### config.mk
export PLATFORM = sky130hd
export DESIGN_NAME = bounded_deque_with_value_delete
export DESIGN_NICKNAME = d
export VERILOG_FILES = /design/src/rtl/bdq_pkg.sv /design/src/rtl/bdq_ram.sv /design/src/rtl/bdq_front.sv /design/src/rtl/bdq_cmd_fifo.sv /design/src/rtl/bdq_back.sv /design/src/rtl/bounded_deque_with_value_delete.sv
export VERILOG_INCLUDE_DIRS = /design/src /design/src/rtl
export SDC_FILE = /design/constraint.sdc
export NUM_CORES = 1
export LEC_CHECK = 0
export BUFFER_PORTS_ARGS = -buffer_cell sky130_fd_sc_hd__buf_2
export CAP_MARGIN = 20
export CELL_PAD_IN_SITES_DETAIL_PLACEMENT = 2
export CELL_PAD_IN_SITES_GLOBAL_PLACEMENT = 2
export CORE_MARGIN = 3
export CORE_UTILIZATION = 45
export CTS_BUF_LIST = sky130_fd_sc_hd__clkbuf_16
export DETAILED_ROUTE_END_ITERATION = 12
export PLACE_DENSITY = 0.83
export SKIP_LAST_GASP = 1
export SYNTH_ARGS = -nofsm -noshare
export SYNTH_HDL_FRONTEND = slang
export SYNTH_SLANG_ARGS = --single-unit
### constraint.sdc
create_clock -name clk -period 8 [get_ports clk]
set_input_delay 1.2 -clock clk [delete_from_list [all_inputs] [get_ports clk]]
set_output_delay 1.2 -clock clk [all_outputs]
set_load 0.02 [all_outputs]
### src/rtl/bounded_deque_with_value_delete_defines.svh
// Assertion macros shared by the deque RTL; they use the clk and rst_n of the including module.
`ifndef BOUNDED_DEQUE_WITH_VALUE_DELETE_DEFINES_SVH
`define BOUNDED_DEQUE_WITH_VALUE_DELETE_DEFINES_SVH

// Same-cycle implication, disabled while reset is asserted.
`define BDQ_ASSERT_IMPL(label, ante, cons, msg) \
  label: assert property (@(posedge clk) disable iff (!rst_n) (ante) |-> (cons)) \
    else $error(msg);

// Next-cycle implication, disabled while reset is asserted.
`define BDQ_ASSERT_NEXT(label, ante, cons, msg) \
  label: assert property (@(posedge clk) disable iff (!rst_n) (ante) |=> (cons)) \
    else $error(msg);

`endif

### src/rtl/bdq_pkg.sv
// Shared types and constants of the bounded deque.
package bdq_pkg;

  localparam int VALUE_W  = 32;
  localparam int COUNT_W  = 6;
  localparam int OPCODE_W = 4;
  localparam int KIND_W   = 2;

  typedef enum logic [OPCODE_W-1:0] {
    OP_ADD_FRONT  = 4'd0,
    OP_ADD_BACK   = 4'd1,
    OP_DEL_FRONT  = 4'd2,
    OP_DEL_BACK   = 4'd3,
    OP_CLEAR      = 4'd4,
    OP_DEL_VALUE  = 4'd5,
    OP_EMIT_FIRST = 4'd6,
    OP_EMIT_LAST  = 4'd7,
    OP_EMIT_ALL   = 4'd8
  } opcode_t;

  typedef enum logic [KIND_W-1:0] {
    KIND_ELEMENT = 2'd0,
    KIND_EMPTY   = 2'd1,
    KIND_DROPPED = 2'd2
  } kind_t;

  typedef struct packed {
    opcode_t                    op;
    logic signed [VALUE_W-1:0]  value;
    logic        [COUNT_W-1:0]  count;
  } cmd_t;

endpackage

### src/rtl/bdq_ram.sv
// Generic single-write, single-read RAM with a registered read port.
module bdq_ram #(
  parameter int WIDTH = 32,
  parameter int DEPTH = 32
) (
  input  logic                     clk,
  input  logic                     we,
  input  logic [$clog2(DEPTH)-1:0] waddr,
  input  logic [WIDTH-1:0]         wdata,
  input  logic                     re,
  input  logic [$clog2(DEPTH)-1:0] raddr,
  output logic [WIDTH-1:0]         rdata
);

  logic [WIDTH-1:0] mem_r [DEPTH];
  logic [WIDTH-1:0] rdata_r;

  always_ff @(posedge clk) begin
    if (we) begin
      mem_r[waddr] <= wdata;
    end
    if (re) begin
      rdata_r <= mem_r[raddr];
    end
  end

  assign rdata = rdata_r;

endmodule

### src/rtl/bdq_front.sv
// Input stage: accepts items and turns valid opcodes into queued commands.
module bdq_front (
  input  logic                             in_valid,
  output logic                             in_stall,
  input  logic [bdq_pkg::OPCODE_W-1:0]     in_opcode,
  input  logic signed [bdq_pkg::VALUE_W-1:0] in_value,
  input  logic [bdq_pkg::COUNT_W-1:0]      in_count,
  input  logic                             q_full,
  output logic                             q_push,
  output bdq_pkg::cmd_t                    q_cmd
);

  logic known_op;

  // Unused opcodes are accepted and dropped here; they never reach the back end.
  always_comb begin
    case (bdq_pkg::opcode_t'(in_opcode))
      bdq_pkg::OP_ADD_FRONT,
      bdq_pkg::OP_ADD_BACK,
      bdq_pkg::OP_DEL_FRONT,
      bdq_pkg::OP_DEL_BACK,
      bdq_pkg::OP_CLEAR,
      bdq_pkg::OP_DEL_VALUE,
      bdq_pkg::OP_EMIT_FIRST,
      bdq_pkg::OP_EMIT_LAST,
      bdq_pkg::OP_EMIT_ALL: known_op = 1'b1;
      default:              known_op = 1'b0;
    endcase
  end

  assign in_stall    = q_full;
  assign q_push      = in_valid && !q_full && known_op;
  assign q_cmd.op    = bdq_pkg::opcode_t'(in_opcode);
  assign q_cmd.value = in_value;
  assign q_cmd.count = in_count;

endmodule

### src/rtl/bdq_cmd_fifo.sv
// Two-entry command queue between the front and back ends.
module bdq_cmd_fifo (
  input  logic          clk,
  input  logic          rst_n,
  input  logic          push,
  input  bdq_pkg::cmd_t push_cmd,
  input  logic          pop,
  output bdq_pkg::cmd_t head_cmd,
  output logic          empty,
  output logic          full
);

  bdq_pkg::cmd_t entry_r [2];
  logic          wr_ptr_r, wr_ptr_nxt;
  logic          rd_ptr_r, rd_ptr_nxt;
  logic [1:0]    fill_r, fill_nxt;
  logic          do_push, do_pop;

  assign empty   = (fill_r == 2'd0);
  assign full    = (fill_r == 2'd2);
  assign do_push = push && !full;
  assign do_pop  = pop && !empty;
  assign head_cmd = entry_r[rd_ptr_r];

  always_comb begin
    wr_ptr_nxt = wr_ptr_r ^ do_push;
    rd_ptr_nxt = rd_ptr_r ^ do_pop;
    fill_nxt   = fill_r + {1'b0, do_push} - {1'b0, do_pop};
  end

  always_ff @(posedge clk) begin
    if (!rst_n) begin
      wr_ptr_r <= 1'b0;
      rd_ptr_r <= 1'b0;
      fill_r   <= 2'd0;
    end else begin
      wr_ptr_r <= wr_ptr_nxt;
      rd_ptr_r <= rd_ptr_nxt;
      fill_r   <= fill_nxt;
    end
  end

  always_ff @(posedge clk) begin
    if (do_push) begin
      entry_r[wr_ptr_r] <= push_cmd;
    end
  end

endmodule

### src/rtl/bdq_back.sv
// Execution stage: owns the element store, the front index and count, and the result register.
`include "bounded_deque_with_value_delete_defines.svh"

module bdq_back #(
  parameter int CAPACITY = 32
) (
  input  logic                               clk,
  input  logic                               rst_n,
  input  bdq_pkg::cmd_t                      cmd,
  input  logic                               cmd_valid,
  output logic                               cmd_pop,
  output logic                               out_valid,
  input  logic                               out_stall,
  output logic signed [bdq_pkg::VALUE_W-1:0] out_element_value,
  output logic [bdq_pkg::KIND_W-1:0]         out_kind,
  output logic                               out_last
);

  localparam int IW = $clog2(CAPACITY);
  localparam int CW = $clog2(CAPACITY + 1);
  localparam int SW = CW + 1;
  localparam int MW = (CW > bdq_pkg::COUNT_W) ? CW : bdq_pkg::COUNT_W;
  localparam logic [CW-1:0] CAP_C  = CW'(CAPACITY);
  localparam logic [CW-1:0] CAP_M1 = CW'(CAPACITY - 1);
  localparam logic [CW-1:0] ONE_C  = CW'(1);

  typedef enum logic [3:0] {
    ST_IDLE  = 4'b0001,
    ST_SRCH  = 4'b0010,
    ST_SHIFT = 4'b0100,
    ST_EMIT  = 4'b1000
  } state_t;

  // Store position of logical position pos; both operands stay below CAPACITY + 1.
  function automatic logic [IW-1:0] slot(input logic [IW-1:0] front, input logic [CW-1:0] pos);
    logic [SW-1:0] s;
    s = SW'(front) + SW'(pos);
    if (s >= SW'(CAPACITY)) begin
      s = s - SW'(CAPACITY);
    end
    return s[IW-1:0];
  endfunction

  state_t                      state_r, state_nxt;
  logic [IW-1:0]               front_r, front_nxt;
  logic [CW-1:0]               count_r, count_nxt;
  logic [CW-1:0]               rd_pos_r, rd_pos_nxt;
  logic [CW-1:0]               wr_pos_r, wr_pos_nxt;
  logic [CW-1:0]               issue_left_r, issue_left_nxt;
  logic [CW-1:0]               emit_left_r, emit_left_nxt;
  logic                        have_data_r, have_data_nxt;
  logic [bdq_pkg::VALUE_W-1:0] srch_value_r, srch_value_nxt;
  logic                        out_valid_r, out_valid_nxt;
  logic [bdq_pkg::VALUE_W-1:0] out_value_r, out_value_nxt;
  bdq_pkg::kind_t              out_kind_r, out_kind_nxt;
  logic                        out_last_r, out_last_nxt;

  logic                        ram_we, ram_re;
  logic [CW-1:0]               ram_wpos;
  logic [bdq_pkg::VALUE_W-1:0] ram_wdata, ram_rdata;
  logic [IW-1:0]               ram_waddr, ram_raddr;

  logic                        out_free, is_full, is_empty, need_out;
  logic [MW-1:0]               req_ext, cnt_ext, n_ext;
  logic [CW-1:0]               emit_n;
  logic                        is_add, is_emit;

  bdq_ram #(
    .WIDTH (bdq_pkg::VALUE_W),
    .DEPTH (CAPACITY)
  ) u_store (
    .clk   (clk),
    .we    (ram_we),
    .waddr (ram_waddr),
    .wdata (ram_wdata),
    .re    (ram_re),
    .raddr (ram_raddr),
    .rdata (ram_rdata)
  );

  assign ram_raddr = slot(front_r, rd_pos_r);
  assign ram_waddr = slot(front_r, ram_wpos);

  always_comb begin
    out_free = !out_valid_r || !out_stall;
    is_full  = (count_r == CAP_C);
    is_empty = (count_r == '0);
    is_add   = (cmd.op == bdq_pkg::OP_ADD_FRONT) || (cmd.op == bdq_pkg::OP_ADD_BACK);
    is_emit  = (cmd.op == bdq_pkg::OP_EMIT_FIRST) || (cmd.op == bdq_pkg::OP_EMIT_LAST) ||
               (cmd.op == bdq_pkg::OP_EMIT_ALL);
    req_ext  = MW'(cmd.count);
    cnt_ext  = MW'(count_r);
    n_ext    = (req_ext < cnt_ext) ? req_ext : cnt_ext;
    emit_n   = (cmd.op == bdq_pkg::OP_EMIT_ALL) ? count_r : n_ext[CW-1:0];
    need_out = (is_add && is_full) || (is_emit && (emit_n == '0));

    state_nxt      = state_r;
    front_nxt      = front_r;
    count_nxt      = count_r;
    rd_pos_nxt     = rd_pos_r;
    wr_pos_nxt     = wr_pos_r;
    issue_left_nxt = issue_left_r;
    emit_left_nxt  = emit_left_r;
    have_data_nxt  = 1'b0;
    srch_value_nxt = srch_value_r;
    out_value_nxt  = out_value_r;
    out_kind_nxt   = out_kind_r;
    out_last_nxt   = out_last_r;
    out_valid_nxt  = out_valid_r && out_stall;
    cmd_pop        = 1'b0;
    ram_we         = 1'b0;
    ram_re         = 1'b0;
    ram_wpos       = wr_pos_r;
    ram_wdata      = ram_rdata;

    case (state_r)
      ST_IDLE: begin
        if (cmd_valid && (!need_out || out_free)) begin
          cmd_pop = 1'b1;
          case (cmd.op)
            bdq_pkg::OP_ADD_FRONT,
            bdq_pkg::OP_ADD_BACK: begin
              if (is_full) begin
                out_valid_nxt = 1'b1;
                out_value_nxt = '0;
                out_kind_nxt  = bdq_pkg::KIND_DROPPED;
                out_last_nxt  = 1'b1;
              end else begin
                ram_we    = 1'b1;
                ram_wdata = cmd.value;
                count_nxt = count_r + ONE_C;
                if (cmd.op == bdq_pkg::OP_ADD_FRONT) begin
                  // One place before the front is logical position CAPACITY-1.
                  ram_wpos  = CAP_M1;
                  front_nxt = slot(front_r, CAP_M1);
                end else begin
                  ram_wpos = count_r;
                end
              end
            end
            bdq_pkg::OP_DEL_FRONT: begin
              if (!is_empty) begin
                front_nxt = slot(front_r, ONE_C);
                count_nxt = count_r - ONE_C;
              end
            end
            bdq_pkg::OP_DEL_BACK: begin
              if (!is_empty) begin
                count_nxt = count_r - ONE_C;
              end
            end
            bdq_pkg::OP_CLEAR: begin
              front_nxt = '0;
              count_nxt = '0;
            end
            bdq_pkg::OP_DEL_VALUE: begin
              srch_value_nxt = cmd.value;
              rd_pos_nxt     = '0;
              state_nxt      = ST_SRCH;
            end
            bdq_pkg::OP_EMIT_FIRST,
            bdq_pkg::OP_EMIT_LAST,
            bdq_pkg::OP_EMIT_ALL: begin
              if (emit_n == '0) begin
                out_valid_nxt = 1'b1;
                out_value_nxt = '0;
                out_kind_nxt  = bdq_pkg::KIND_EMPTY;
                out_last_nxt  = 1'b1;
              end else begin
                rd_pos_nxt     = (cmd.op == bdq_pkg::OP_EMIT_LAST) ? (count_r - emit_n) : '0;
                issue_left_nxt = emit_n;
                emit_left_nxt  = emit_n;
                state_nxt      = ST_EMIT;
              end
            end
            default: begin
            end
          endcase
        end
      end

      ST_SRCH: begin
        // Reads stream one per cycle; the compare looks at the previous read.
        ram_re        = (rd_pos_r < count_r);
        have_data_nxt = ram_re;
        if (ram_re) begin
          rd_pos_nxt = rd_pos_r + ONE_C;
        end
        if (have_data_r && (ram_rdata == srch_value_r)) begin
          wr_pos_nxt = rd_pos_r - ONE_C;
          state_nxt  = ST_SHIFT;
        end else if (!have_data_r && !ram_re) begin
          state_nxt = ST_IDLE;
        end
      end

      ST_SHIFT: begin
        // Each element behind the match moves one place toward the front.
        ram_re        = (rd_pos_r < count_r);
        have_data_nxt = ram_re;
        if (ram_re) begin
          rd_pos_nxt = rd_pos_r + ONE_C;
        end
        if (have_data_r) begin
          ram_we     = 1'b1;
          ram_wpos   = wr_pos_r;
          ram_wdata  = ram_rdata;
          wr_pos_nxt = wr_pos_r + ONE_C;
        end else begin
          count_nxt = count_r - ONE_C;
          state_nxt = ST_IDLE;
        end
      end

      ST_EMIT: begin
        // The read register holds its data while the result register is blocked.
        ram_re        = (issue_left_r != '0) && (!have_data_r || out_free);
        have_data_nxt = ram_re || (have_data_r && !out_free);
        if (ram_re) begin
          rd_pos_nxt     = rd_pos_r + ONE_C;
          issue_left_nxt = issue_left_r - ONE_C;
        end
        if (have_data_r && out_free) begin
          out_valid_nxt = 1'b1;
          out_value_nxt = ram_rdata;
          out_kind_nxt  = bdq_pkg::KIND_ELEMENT;
          out_last_nxt  = (emit_left_r == ONE_C);
          emit_left_nxt = emit_left_r - ONE_C;
          if (emit_left_r == ONE_C) begin
            state_nxt = ST_IDLE;
          end
        end
      end

      default: begin
        state_nxt = ST_IDLE;
      end
    endcase
  end

  always_ff @(posedge clk) begin
    if (!rst_n) begin
      state_r      <= ST_IDLE;
      front_r      <= '0;
      count_r      <= '0;
      rd_pos_r     <= '0;
      wr_pos_r     <= '0;
      issue_left_r <= '0;
      emit_left_r  <= '0;
      have_data_r  <= 1'b0;
      out_valid_r  <= 1'b0;
    end else begin
      state_r      <= state_nxt;
      front_r      <= front_nxt;
      count_r      <= count_nxt;
      rd_pos_r     <= rd_pos_nxt;
      wr_pos_r     <= wr_pos_nxt;
      issue_left_r <= issue_left_nxt;
      emit_left_r  <= emit_left_nxt;
      have_data_r  <= have_data_nxt;
      out_valid_r  <= out_valid_nxt;
    end
  end

  always_ff @(posedge clk) begin
    srch_value_r <= srch_value_nxt;
    out_value_r  <= out_value_nxt;
    out_kind_r   <= out_kind_nxt;
    out_last_r   <= out_last_nxt;
  end

  assign out_valid         = out_valid_r;
  assign out_element_value = out_value_r;
  assign out_kind          = out_kind_r;
  assign out_last          = out_last_r;

  `BDQ_ASSERT_IMPL(a_count_bound, 1'b1, count_r <= CAP_C, "element count above capacity")
  `BDQ_ASSERT_IMPL(a_write_state, ram_we, (state_r == ST_IDLE) || (state_r == ST_SHIFT), "store written outside insert or shift")
  `BDQ_ASSERT_IMPL(a_emit_track, state_r == ST_EMIT, emit_left_r == issue_left_r + CW'(have_data_r), "emit counters out of step")
  `BDQ_ASSERT_NEXT(a_shift_done, (state_r == ST_SHIFT) && !have_data_r, state_r == ST_IDLE, "shift did not finish")

endmodule

### src/rtl/bounded_deque_with_value_delete.sv
// Top level of the bounded double-ended queue with delete by value.
//
// Usage: commands enter on the in_ channel (in_opcode, in_value, in_count) and are
// accepted on a rising edge where in_valid is high and in_stall is low. Results leave
// on the out_ channel (out_element_value, out_kind, out_last) under the same rule with
// out_valid and out_stall. Every command that produces results marks its final item
// with out_last; inserts, deletes and clear produce none unless an insert is dropped.
// The front end decodes commands into a two-entry queue, so up to two commands are
// taken while the back end is busy or the receiver stalls. Inserts, front and back
// deletes and clear are carried out in the idle state. An emit of N elements streams
// one item per cycle from the store's read port while the receiver does not stall.
// A delete by value scans and then shifts, one store access per cycle. A stalled
// receiver freezes the output register and the emit stream, and the queue then
// fills and raises in_stall. Synchronous active-low reset empties the deque, the
// command queue and the result register; the store itself is not cleared and needs
// no clearing pass.
module bounded_deque_with_value_delete #(
  parameter int CAPACITY = 32
) (
  input  logic                               clk,
  input  logic                               rst_n,
  input  logic                               in_valid,
  output logic                               in_stall,
  input  logic [bdq_pkg::OPCODE_W-1:0]       in_opcode,
  input  logic signed [bdq_pkg::VALUE_W-1:0] in_value,
  input  logic [bdq_pkg::COUNT_W-1:0]        in_count,
  output logic                               out_valid,
  input  logic                               out_stall,
  output logic signed [bdq_pkg::VALUE_W-1:0] out_element_value,
  output logic [bdq_pkg::KIND_W-1:0]         out_kind,
  output logic                               out_last
);

  // Decoded commands travel from the front end through the queue to the back end.
  bdq_pkg::cmd_t push_cmd;
  bdq_pkg::cmd_t head_cmd;
  logic          q_push;
  logic          q_pop;
  logic          q_empty;
  logic          q_full;

  bdq_front u_front (
    .in_valid  (in_valid),
    .in_stall  (in_stall),
    .in_opcode (in_opcode),
    .in_value  (in_value),
    .in_count  (in_count),
    .q_full    (q_full),
    .q_push    (q_push),
    .q_cmd     (push_cmd)
  );

  bdq_cmd_fifo u_queue (
    .clk      (clk),
    .rst_n    (rst_n),
    .push     (q_push),
    .push_cmd (push_cmd),
    .pop      (q_pop),
    .head_cmd (head_cmd),
    .empty    (q_empty),
    .full     (q_full)
  );

  // The back end owns the store and the result register that splits off the receiver.
  bdq_back #(
    .CAPACITY (CAPACITY)
  ) u_back (
    .clk               (clk),
    .rst_n             (rst_n),
    .cmd               (head_cmd),
    .cmd_valid         (!q_empty),
    .cmd_pop           (q_pop),
    .out_valid         (out_valid),
    .out_stall         (out_stall),
    .out_element_value (out_element_value),
    .out_kind          (out_kind),
    .out_last          (out_last)
  );

endmodule

==> metrics.md, run 1 <==
| Metric | Value |
|---|---|
| Outcome | complete, no violations |
| Final Routed Wirelength | 201400 um |
| # IOs | 83 |
| Endpoints failing hold | 0 |
| Wire per inst | 44.51 um |
| Cell area after layout | 57400 sq um |
| Most frequent standard cell in the layout excluding fill and tap cells | sky130_fd_sc_hd__edfxtp_1 |
| Die ar. | 115600 sq um |
| Finish-stage setup viols | 0 |
| Clock Sink Count | 1252 |
| Areal power density over the cells | 317.2 nW/um^2 |
| DP HPWL | 116200 um |
| Type of origin of the critical path | flop |
| Critical Path End Type | flop |
| Buffers inserted by post-CTS timing repair | 0 |
| Count of hold buffers inserted by post-cts repair | 0 |
| Final slew viol count | 0 |
| Post-route DRC violation count | 0 |
| Clk root buf | sky130_fd_sc_hd__clkbuf_16 |
| Final antenna-violating net count | 0 |
| Worst hold path stage count | 1 |
| All-Layer GR Usage | 33.73% |
| Final Util | 52.30% |
| Worst-margin pin slew | 1.300 ns |
| Type of the worst setup path | flop to flop |
| Layout-stage area growth over the synthesis result | 14.35% |
| CTS tree | built |
| Gate count after technology mapping | 2807 |
| Skew-Pair Late Insertion Delay | 0.77 ns |
| Clk_skew | 0.05878 ns |
| Most used flip-flop cell after synthesis | sky130_fd_sc_hd__edfxtp_1 |
| Largest net degree at the start of global routing | 105 |
| Flop pwr share | 41.5% |
| Vias in the first global route | 31820 |
| Largest buffer count on any clock path | 3 |
| Routability congestion estimate from global placement | 0.8486 |
| CTS H-Tree Depth | 4 |
| First-pass DRT Iterations | 5 |
| Number of design-rule violations left by the first detailed-router iteration | 4562 |
| Fin crit share | 84.80% |
| Critical path arrival | 7.22 ns |
| Antenna violations before repair | 12 |
| Synthesized area divided by synthesized cell count | 17.88 sq um |
| Share of the yosys chip area belonging to registers | 74.00% |
| Unique cell type count in the Yosys netlist | 66 |
| Wire length of the first global-routing pass | 272400 um |
| Initial Utilization | 45.73% |
| Cell Int Power | 12.25 mW |
| Standard cell area after detailed placement | 52860 sq um |
| Unrepaired setup endpoints after global routing | false |
| Peak supply drop | 0.0002915 V |
| Cell-by-cell trace of the critical path | inv_1 -> ha_1 -> nor4b_1 -> and2_1 -> nor3_2 -> buf_4 -> o22a_1 -> ha_1 -> inv_1 -> fa_1 -> inv_1 -> a21o_1 -> a21oi_1 -> xnor2_1 -> xnor2_4 -> buf_12 -> nor2_4 -> buf_12 |
| Cell count of the worst reg-to-reg path | 18 |
| Hold Startpoint | u_back.emit_left_r[4] |
| Yosys warnings | 0 |
| Power share of the combinational group | 24.5% |
| Worst-path clk slew | 0.06 ns |
| Worst reg2reg setup slack | 1.22 ns |
| Overflow after GRT | 0 |
| Leakage power | 18.41 nW |
| Switching share of power | 32.73% |
| Clock network fraction of total power | 34.0% |
| Reg-to-Reg End | u_back.u_store.mem_r[15][21] |
| Maximum frequency from static timing analysis | 0.1474 GHz |
| Required @ worst endpoint | 8.43 ns |
| Sum of negative setup slack | 0 ns |
| Fin crit period | 6.784 ns |
| Total net switching power | 5.959 mW |
| Synthesized net count | 2896 |
| Core Rows | 121 |
| Total CTS buffers | 134 |
| Netlist area before placement | 50200 sq um |
| Startpoint of the worst-slack reg-to-reg timing path | u_back.cnt_ext[0] |
| Relative slew slack | 13.35% |
| Number of buffer cells added on primary ports | 82 |
| End point of the worst hold path | u_back.emit_left_r[4] |
| Leading cell types in the layout, fill and taps excluded | sky130_fd_sc_hd__edfxtp_1, sky130_fd_sc_hd__nand2_1, sky130_fd_sc_hd__mux4_2 |
| Total via count after detailed routing | 30850 |
| Post-layout net count | 3044 |
| Slowest-stage cell, CP | sky130_fd_sc_hd__xnor2_1 |
| Width of the die | 340.0 um |
| Mean number of vias per cell | 6.817 |
| Cts repair resizes | 0 |
| Die Y | 340.0 um |
| Largest fanout on the critical path | 37 |
| Max stage delay on crit path | 0.77 ns |
| Placeable core region | 109800 sq um |
| Kind of path behind the tightest hold check | flop to flop |
| Cell with the most instances on the worst path | sky130_fd_sc_hd__inv_1 |
| Flop and latch count out of synthesis | 1252 |
| Max cap viols | 0 |
| Fraction of final layout cells sized beyond drive strength 1 | 23.06% |
| Fraction of registers with async set/reset | 0% |
| EDFF count, synth | 1207 |
==> routing by layer <==
layer  global-route usage (%)  routed length (um)  up-vias
li1                         -                   -    11340
met1                    42.22               70930    16440
met2                    56.92              100100     2396
met3                    6.486               17660      674
met4                    15.70               12740        6
met5                        0                  45        -
==> registers in the layout, summed over array words and instances, names as in the netlist, 4 cells and up, named ones only <==
name	flops
u_back.rd_pos_r	6
u_back.u_store.rdata	32
u_queue.entry_r	84
u_back.issue_left_r	6
u_back.front_r	5
u_back.out_element_value	32
u_back.u_store.mem_r	1024
u_back.cnt_ext	6
u_back.state_r	4
u_back.srch_value_r	32
u_back.wr_pos_r	5
u_back.emit_left_r	6
==> worst max-delay path, delay by kind of cell (launching register included) <==
kind	cells	cell delay, ns
adders and majority gates	3	1.12
DFF	1	0.63
xor gates and xnor gates	2	1.07
AOI/OAI and AO/OA	3	0.61
buffers and inverters	6	1.57
and+or+nand+nor	4	1.35
==> Yosys cell counts (all sizes together), types with 14 or more instances <==
cell type     n  area, sq um
buf          41        210.2
nand3       192        960.9
o21ai        58        297.8
mux2         59        664.4
and2         39        244.0
dfxtp        45        900.9
xnor2        42        375.4
nand2       362         1359
ha           39        488.0
nor2         80        300.3
inv          31        116.4
xor2         19        173.9
edfxtp     1207        36240
mux2i        14        140.1
a21oi        43        215.2
clkbuf      102        382.9
nor3         18        101.4
mux4        256         5766
==> metrics by stage <==
stage | cells | total power, mW | setup WS (ns) | hold slack [ns]
floorplan | 2807 | 10.20 | 2.387 | 0.4514
global placement | 4256 | 11.53 | 2.007 | 0.4631
detailed placement | 4271 | 11.88 | 1.569 | 0.4721
CTS | 4500 | 18.02 | 1.015 | 0.4855
global route | 4525 | 18.64 | 1.071 | 0.5116
finish | 4526 | 18.21 | 1.216 | 0.4900
==> how the worst max path moves through the flow <==
stage	start	endpoint	slack, ns	cells after the start
floorplan	u_back.cnt_ext[0]	u_back.u_store.mem_r[10][0]	2.39	19
global placement	u_back.cnt_ext[0]	u_back.u_store.mem_r[12][16]	2.01	16
detailed placement	u_back.cnt_ext[0]	u_back.u_store.mem_r[7][1]	1.57	16
CTS	u_back.cnt_ext[1]	u_back.u_store.mem_r[10][4]	1.01	16
global route	u_back.cnt_ext[0]	u_back.u_store.mem_r[15][21]	1.07	18
finish	u_back.cnt_ext[0]	u_back.u_store.mem_r[15][21]	1.22	18
==> power by group through the flow <==
stage,registers [mW],clock network [mW],logic [mW]
2_1_floorplan,7.66,0,2.54
3_3_place_gp,7.66,0,3.87
3_5_place_dp,7.69,0,4.20
4_1_cts,7.56,6.15,4.32
5_1_grt,7.57,6.44,4.63
6_report,7.56,6.19,4.46
==> area by class of cell <==
class                      count  area (sq um)
fill                        9492         52360
sequential                  1252         37150
multi-input combinational   1381         12720
clock buffer                 141          3528
tap                         1476          1847
timing repair buffer         155          1511
clock inverter                88         524.3
inverter                      31         116.4
antenna                        2         5.005
==> logic make-up (layout without fill, tap and decap cells) <==
kind of cell	after synthesis	count (layout)	share of synthesized area, %
AOI/OAI and AO/OA	185	185	2.351
xor gates and xnor gates	61	61	1.094
adders and majority gates	43	43	1.132
buffers and inverters	174	415	1.413
DFF	1252	1252	74.00
muxes	329	329	13.09
other	0	2	0
and+or+nand+nor	763	763	6.920
No activity file was read; power rests on OpenSTA's default activity.
==> inputs of run 2 (changes only) <==
==> constraint.sdc (replaced) <==
create_clock -name clk -period 6.7 [get_ports clk]
set_input_delay 1.005 -clock clk [delete_from_list [all_inputs] [get_ports clk]]
set_output_delay 1.005 -clock clk [all_outputs]
set_load 0.02 [all_outputs]
==> metrics.md, run 2 (same netlist as run 1, synthesis figures left out) <==
| Metric | Value |
|---|---|
| Kind of path behind the tightest hold check | primary input to flop |
| Max cap viols | 0 (unchanged) |
| Registers with the most flip-flops | u_back.u_store.mem_r (1024), u_queue.entry_r (84) |
| First-pass DRT Iterations | 5 (unchanged) |
| Sum of negative setup slack | 0 ns (unchanged) |
| Worst-margin pin slew | 1.311 ns (+0.01147 ns) |
| Core Rows | 121 (unchanged) |
| Cell-by-cell trace of the critical path | inv_1 -> ha_1 -> nor4b_1 -> and2_1 -> nor3_2 -> nand2b_1 -> o22a_1 -> ha_1 -> inv_1 -> fa_1 -> xor2_1 -> nand2_1 -> nor2_1 -> nand3_1 -> nor2_4 -> buf_12 |
| DP HPWL | 116400 um (+0.21%) |
| Placeable core region | 109800 sq um (unchanged) |
| Fin crit period | 5.939 ns (-0.8456 ns) |
| Total via count after detailed routing | 31040 (+0.60%) |
| Largest net degree at the start of global routing | 129 (+23%) |
| Critical path arrival | 6.39 ns (-0.83 ns) |
| Fraction of final layout cells sized beyond drive strength 1 | 23.64% (+0.57 points) |
| CTS tree | built |
| Number of design-rule violations left by the first detailed-router iteration | 4866 (+6.7%) |
| Largest buffer count on any clock path | 3 (unchanged) |
| Critical Path End Type | flop |
| Most frequent standard cell in the layout excluding fill and tap cells | sky130_fd_sc_hd__edfxtp_1 |
| Min Hold Slack | 0.4132 ns (-0.07681 ns) |
| Clk root buf | sky130_fd_sc_hd__clkbuf_16 |
| Outcome | complete, no violations |
| Final Routed Wirelength | 200600 um (-0.43%) |
| Unrepaired setup endpoints after global routing | false |
| Count of filler cells inserted in the layout | 9467 (-0.26%) |
| Overflow after GRT | 0 (unchanged) |
| Peak supply drop | 0.0002514 V (-14%) |
| Buffers inserted by post-CTS timing repair | 0 (unchanged) |
| Die Y | 340.0 um (unchanged) |
| Fin crit share | 88.64% (+3.8 points) |
| Clock Sink Count | 1252 (unchanged) |
| Initial Utilization | 45.73% (unchanged) |
| Most flops, register | u_back.u_store.mem_r |
| Kind of cell adding the most delay to the critical path | simple AND/OR/NAND/NOR gates |
| Leakage power | 18.47 nW (+0.35%) |
| Post-layout net count | 3047 (+0.099%) |
| Mean number of vias per cell | 6.819 (about the same) |
| # IOs | 83 (unchanged) |
| Largest fanout on the critical path | 19 (-49%) |
| Clk_skew | 0.04056 ns (-0.01822 ns) |
| Areal power density over the cells | 380.9 nW/um^2 (+20%) |
| Antenna violations before repair | 21 (+9) |
| Endpoints failing hold | 0 (unchanged) |
| Routability congestion estimate from global placement | 0.8601 (+1.4%) |
| Width of the die | 340.0 um (unchanged) |
| Die ar. | 115600 sq um (unchanged) |
| Leading cell types in the layout, fill and taps excluded | sky130_fd_sc_hd__edfxtp_1, sky130_fd_sc_hd__nand2_1, sky130_fd_sc_hd__mux4_2 |
| Crit path buf inv count | 3 (-3) |
| Layout-stage area growth over the synthesis result | 14.72% |
| Overall Power | 21.94 mW (+20%) |
| Number of buffer cells added on primary ports | 82 (unchanged) |
| Worst-path clk slew | 0.07 ns (about the same) |
| Wire length of the first global-routing pass | 271500 um (-0.33%) |
| Count of hold buffers inserted by post-cts repair | 0 (unchanged) |
| Finish-stage setup viols | 0 (unchanged) |
| Final slew viol count | 0 (unchanged) |
| Final antenna-violating net count | 0 (unchanged) |
| Total CTS buffers | 134 (unchanged) |
| Max stage delay on crit path | 0.66 ns (-0.11 ns) |
| Vias in the first global route | 31790 (-0.11%) |
| Max reg flops | 1024 (unchanged) |
| Slowest-stage cell, CP | sky130_fd_sc_hd__nor2_4 |
| Skew-Pair Late Insertion Delay | 0.78 ns (about the same) |
| Maximum frequency from static timing analysis | 0.1684 GHz (+14%) |
| CTS H-Tree Depth | 4 (unchanged) |
| Wire per inst | 44.06 um (-1.0%) |
| Type of the worst setup path | flop to flop |
| All-Layer GR Usage | 33.74% (about the same) |
| Post-route DRC violation count | 0 (unchanged) |
| Cts repair resizes | 0 (unchanged) |
| Required @ worst endpoint | 7.15 ns (-1.28 ns) |
| Relative slew slack | 12.59% (-0.76 points) |
| Type of origin of the critical path | flop |
==> run 2: cell count changes in the layout (fill, tap and decap cells not counted), sizes merged <==
cell,change
bufinv,+4
clkinv,+22
diode,+7
clkinvlp,+2
clkbuf,-6
buf,+3
inv,-6
==> run 2: routing by layer <==
metal | GRT usage (%) | up-vias | wire [um] | part of all wire, %
met5 | 0 | - | 54 | 0.027
li1 | - | 11370 | - | -
met3 | 6.731 | 525 | 18850 | 9.4
met4 | 15.68 | 4 | 10520 | 5.2
met2 | 56.18 | 2477 | 99040 | 49
met1 | 42.78 | 16660 | 72120 | 36
==> run 2: path summary, 6_finish.rpt <==
check / start / to / slack [ns] / cells after the start
worst max-delay path: u_back.cnt_ext[1] / u_back.u_store.mem_r[16][7] / 0.76 / 16
worst min register to register: u_queue.rd_ptr_r / u_queue.rd_ptr_r / 0.49 / 2
worst max register to register: u_back.cnt_ext[1] / u_back.u_store.mem_r[16][7] / 0.76 / 16
worst min-delay path: in_value[24] / u_queue.entry_r[1][30] / 0.41 / 1
==> run 2: area by class of cell <==
type	count	area, sq um	share of cell area [%]
tap	1476	1847	3.207
clock inverter	110	825.8	1.434
sequential	1252	37150	64.51
clock buffer	135	3378	5.866
multi-input combinational	1381	12720	22.09
antenna	9	22.52	0.03911
inverter	31	116.4	0.2021
timing repair buffer	158	1531	2.659
==> run 2: power by group <==
| group | total, mW | internal, mW | leakage [nW] | switching, mW |
|---|---|---|---|---|
| Sequential | 9.03 | 8.90 | 11.2 | 0.125 |
| Clock | 7.54 | 4.02 | 2.18 | 3.52 |
| Combinational | 5.36 | 1.78 | 5.07 | 3.58 |
| Total | 21.9 | 14.7 | 18.5 | 7.23 |
==> run 2: stage by stage <==
stage | setup WS (ns) | cell area, sq um | instances | util, %
floorplan | 1.087 | 50200 | 2807 | -
global placement | 1.204 | 52610 | 4258 | 47.93
detailed placement | 0.8013 | 53040 | 4280 | 48.32
CTS | 0.6996 | 57250 | 4525 | 52.15
global route | 0.5273 | 57560 | 4543 | 52.44
finish | 0.7614 | 57590 | 4552 | 52.47
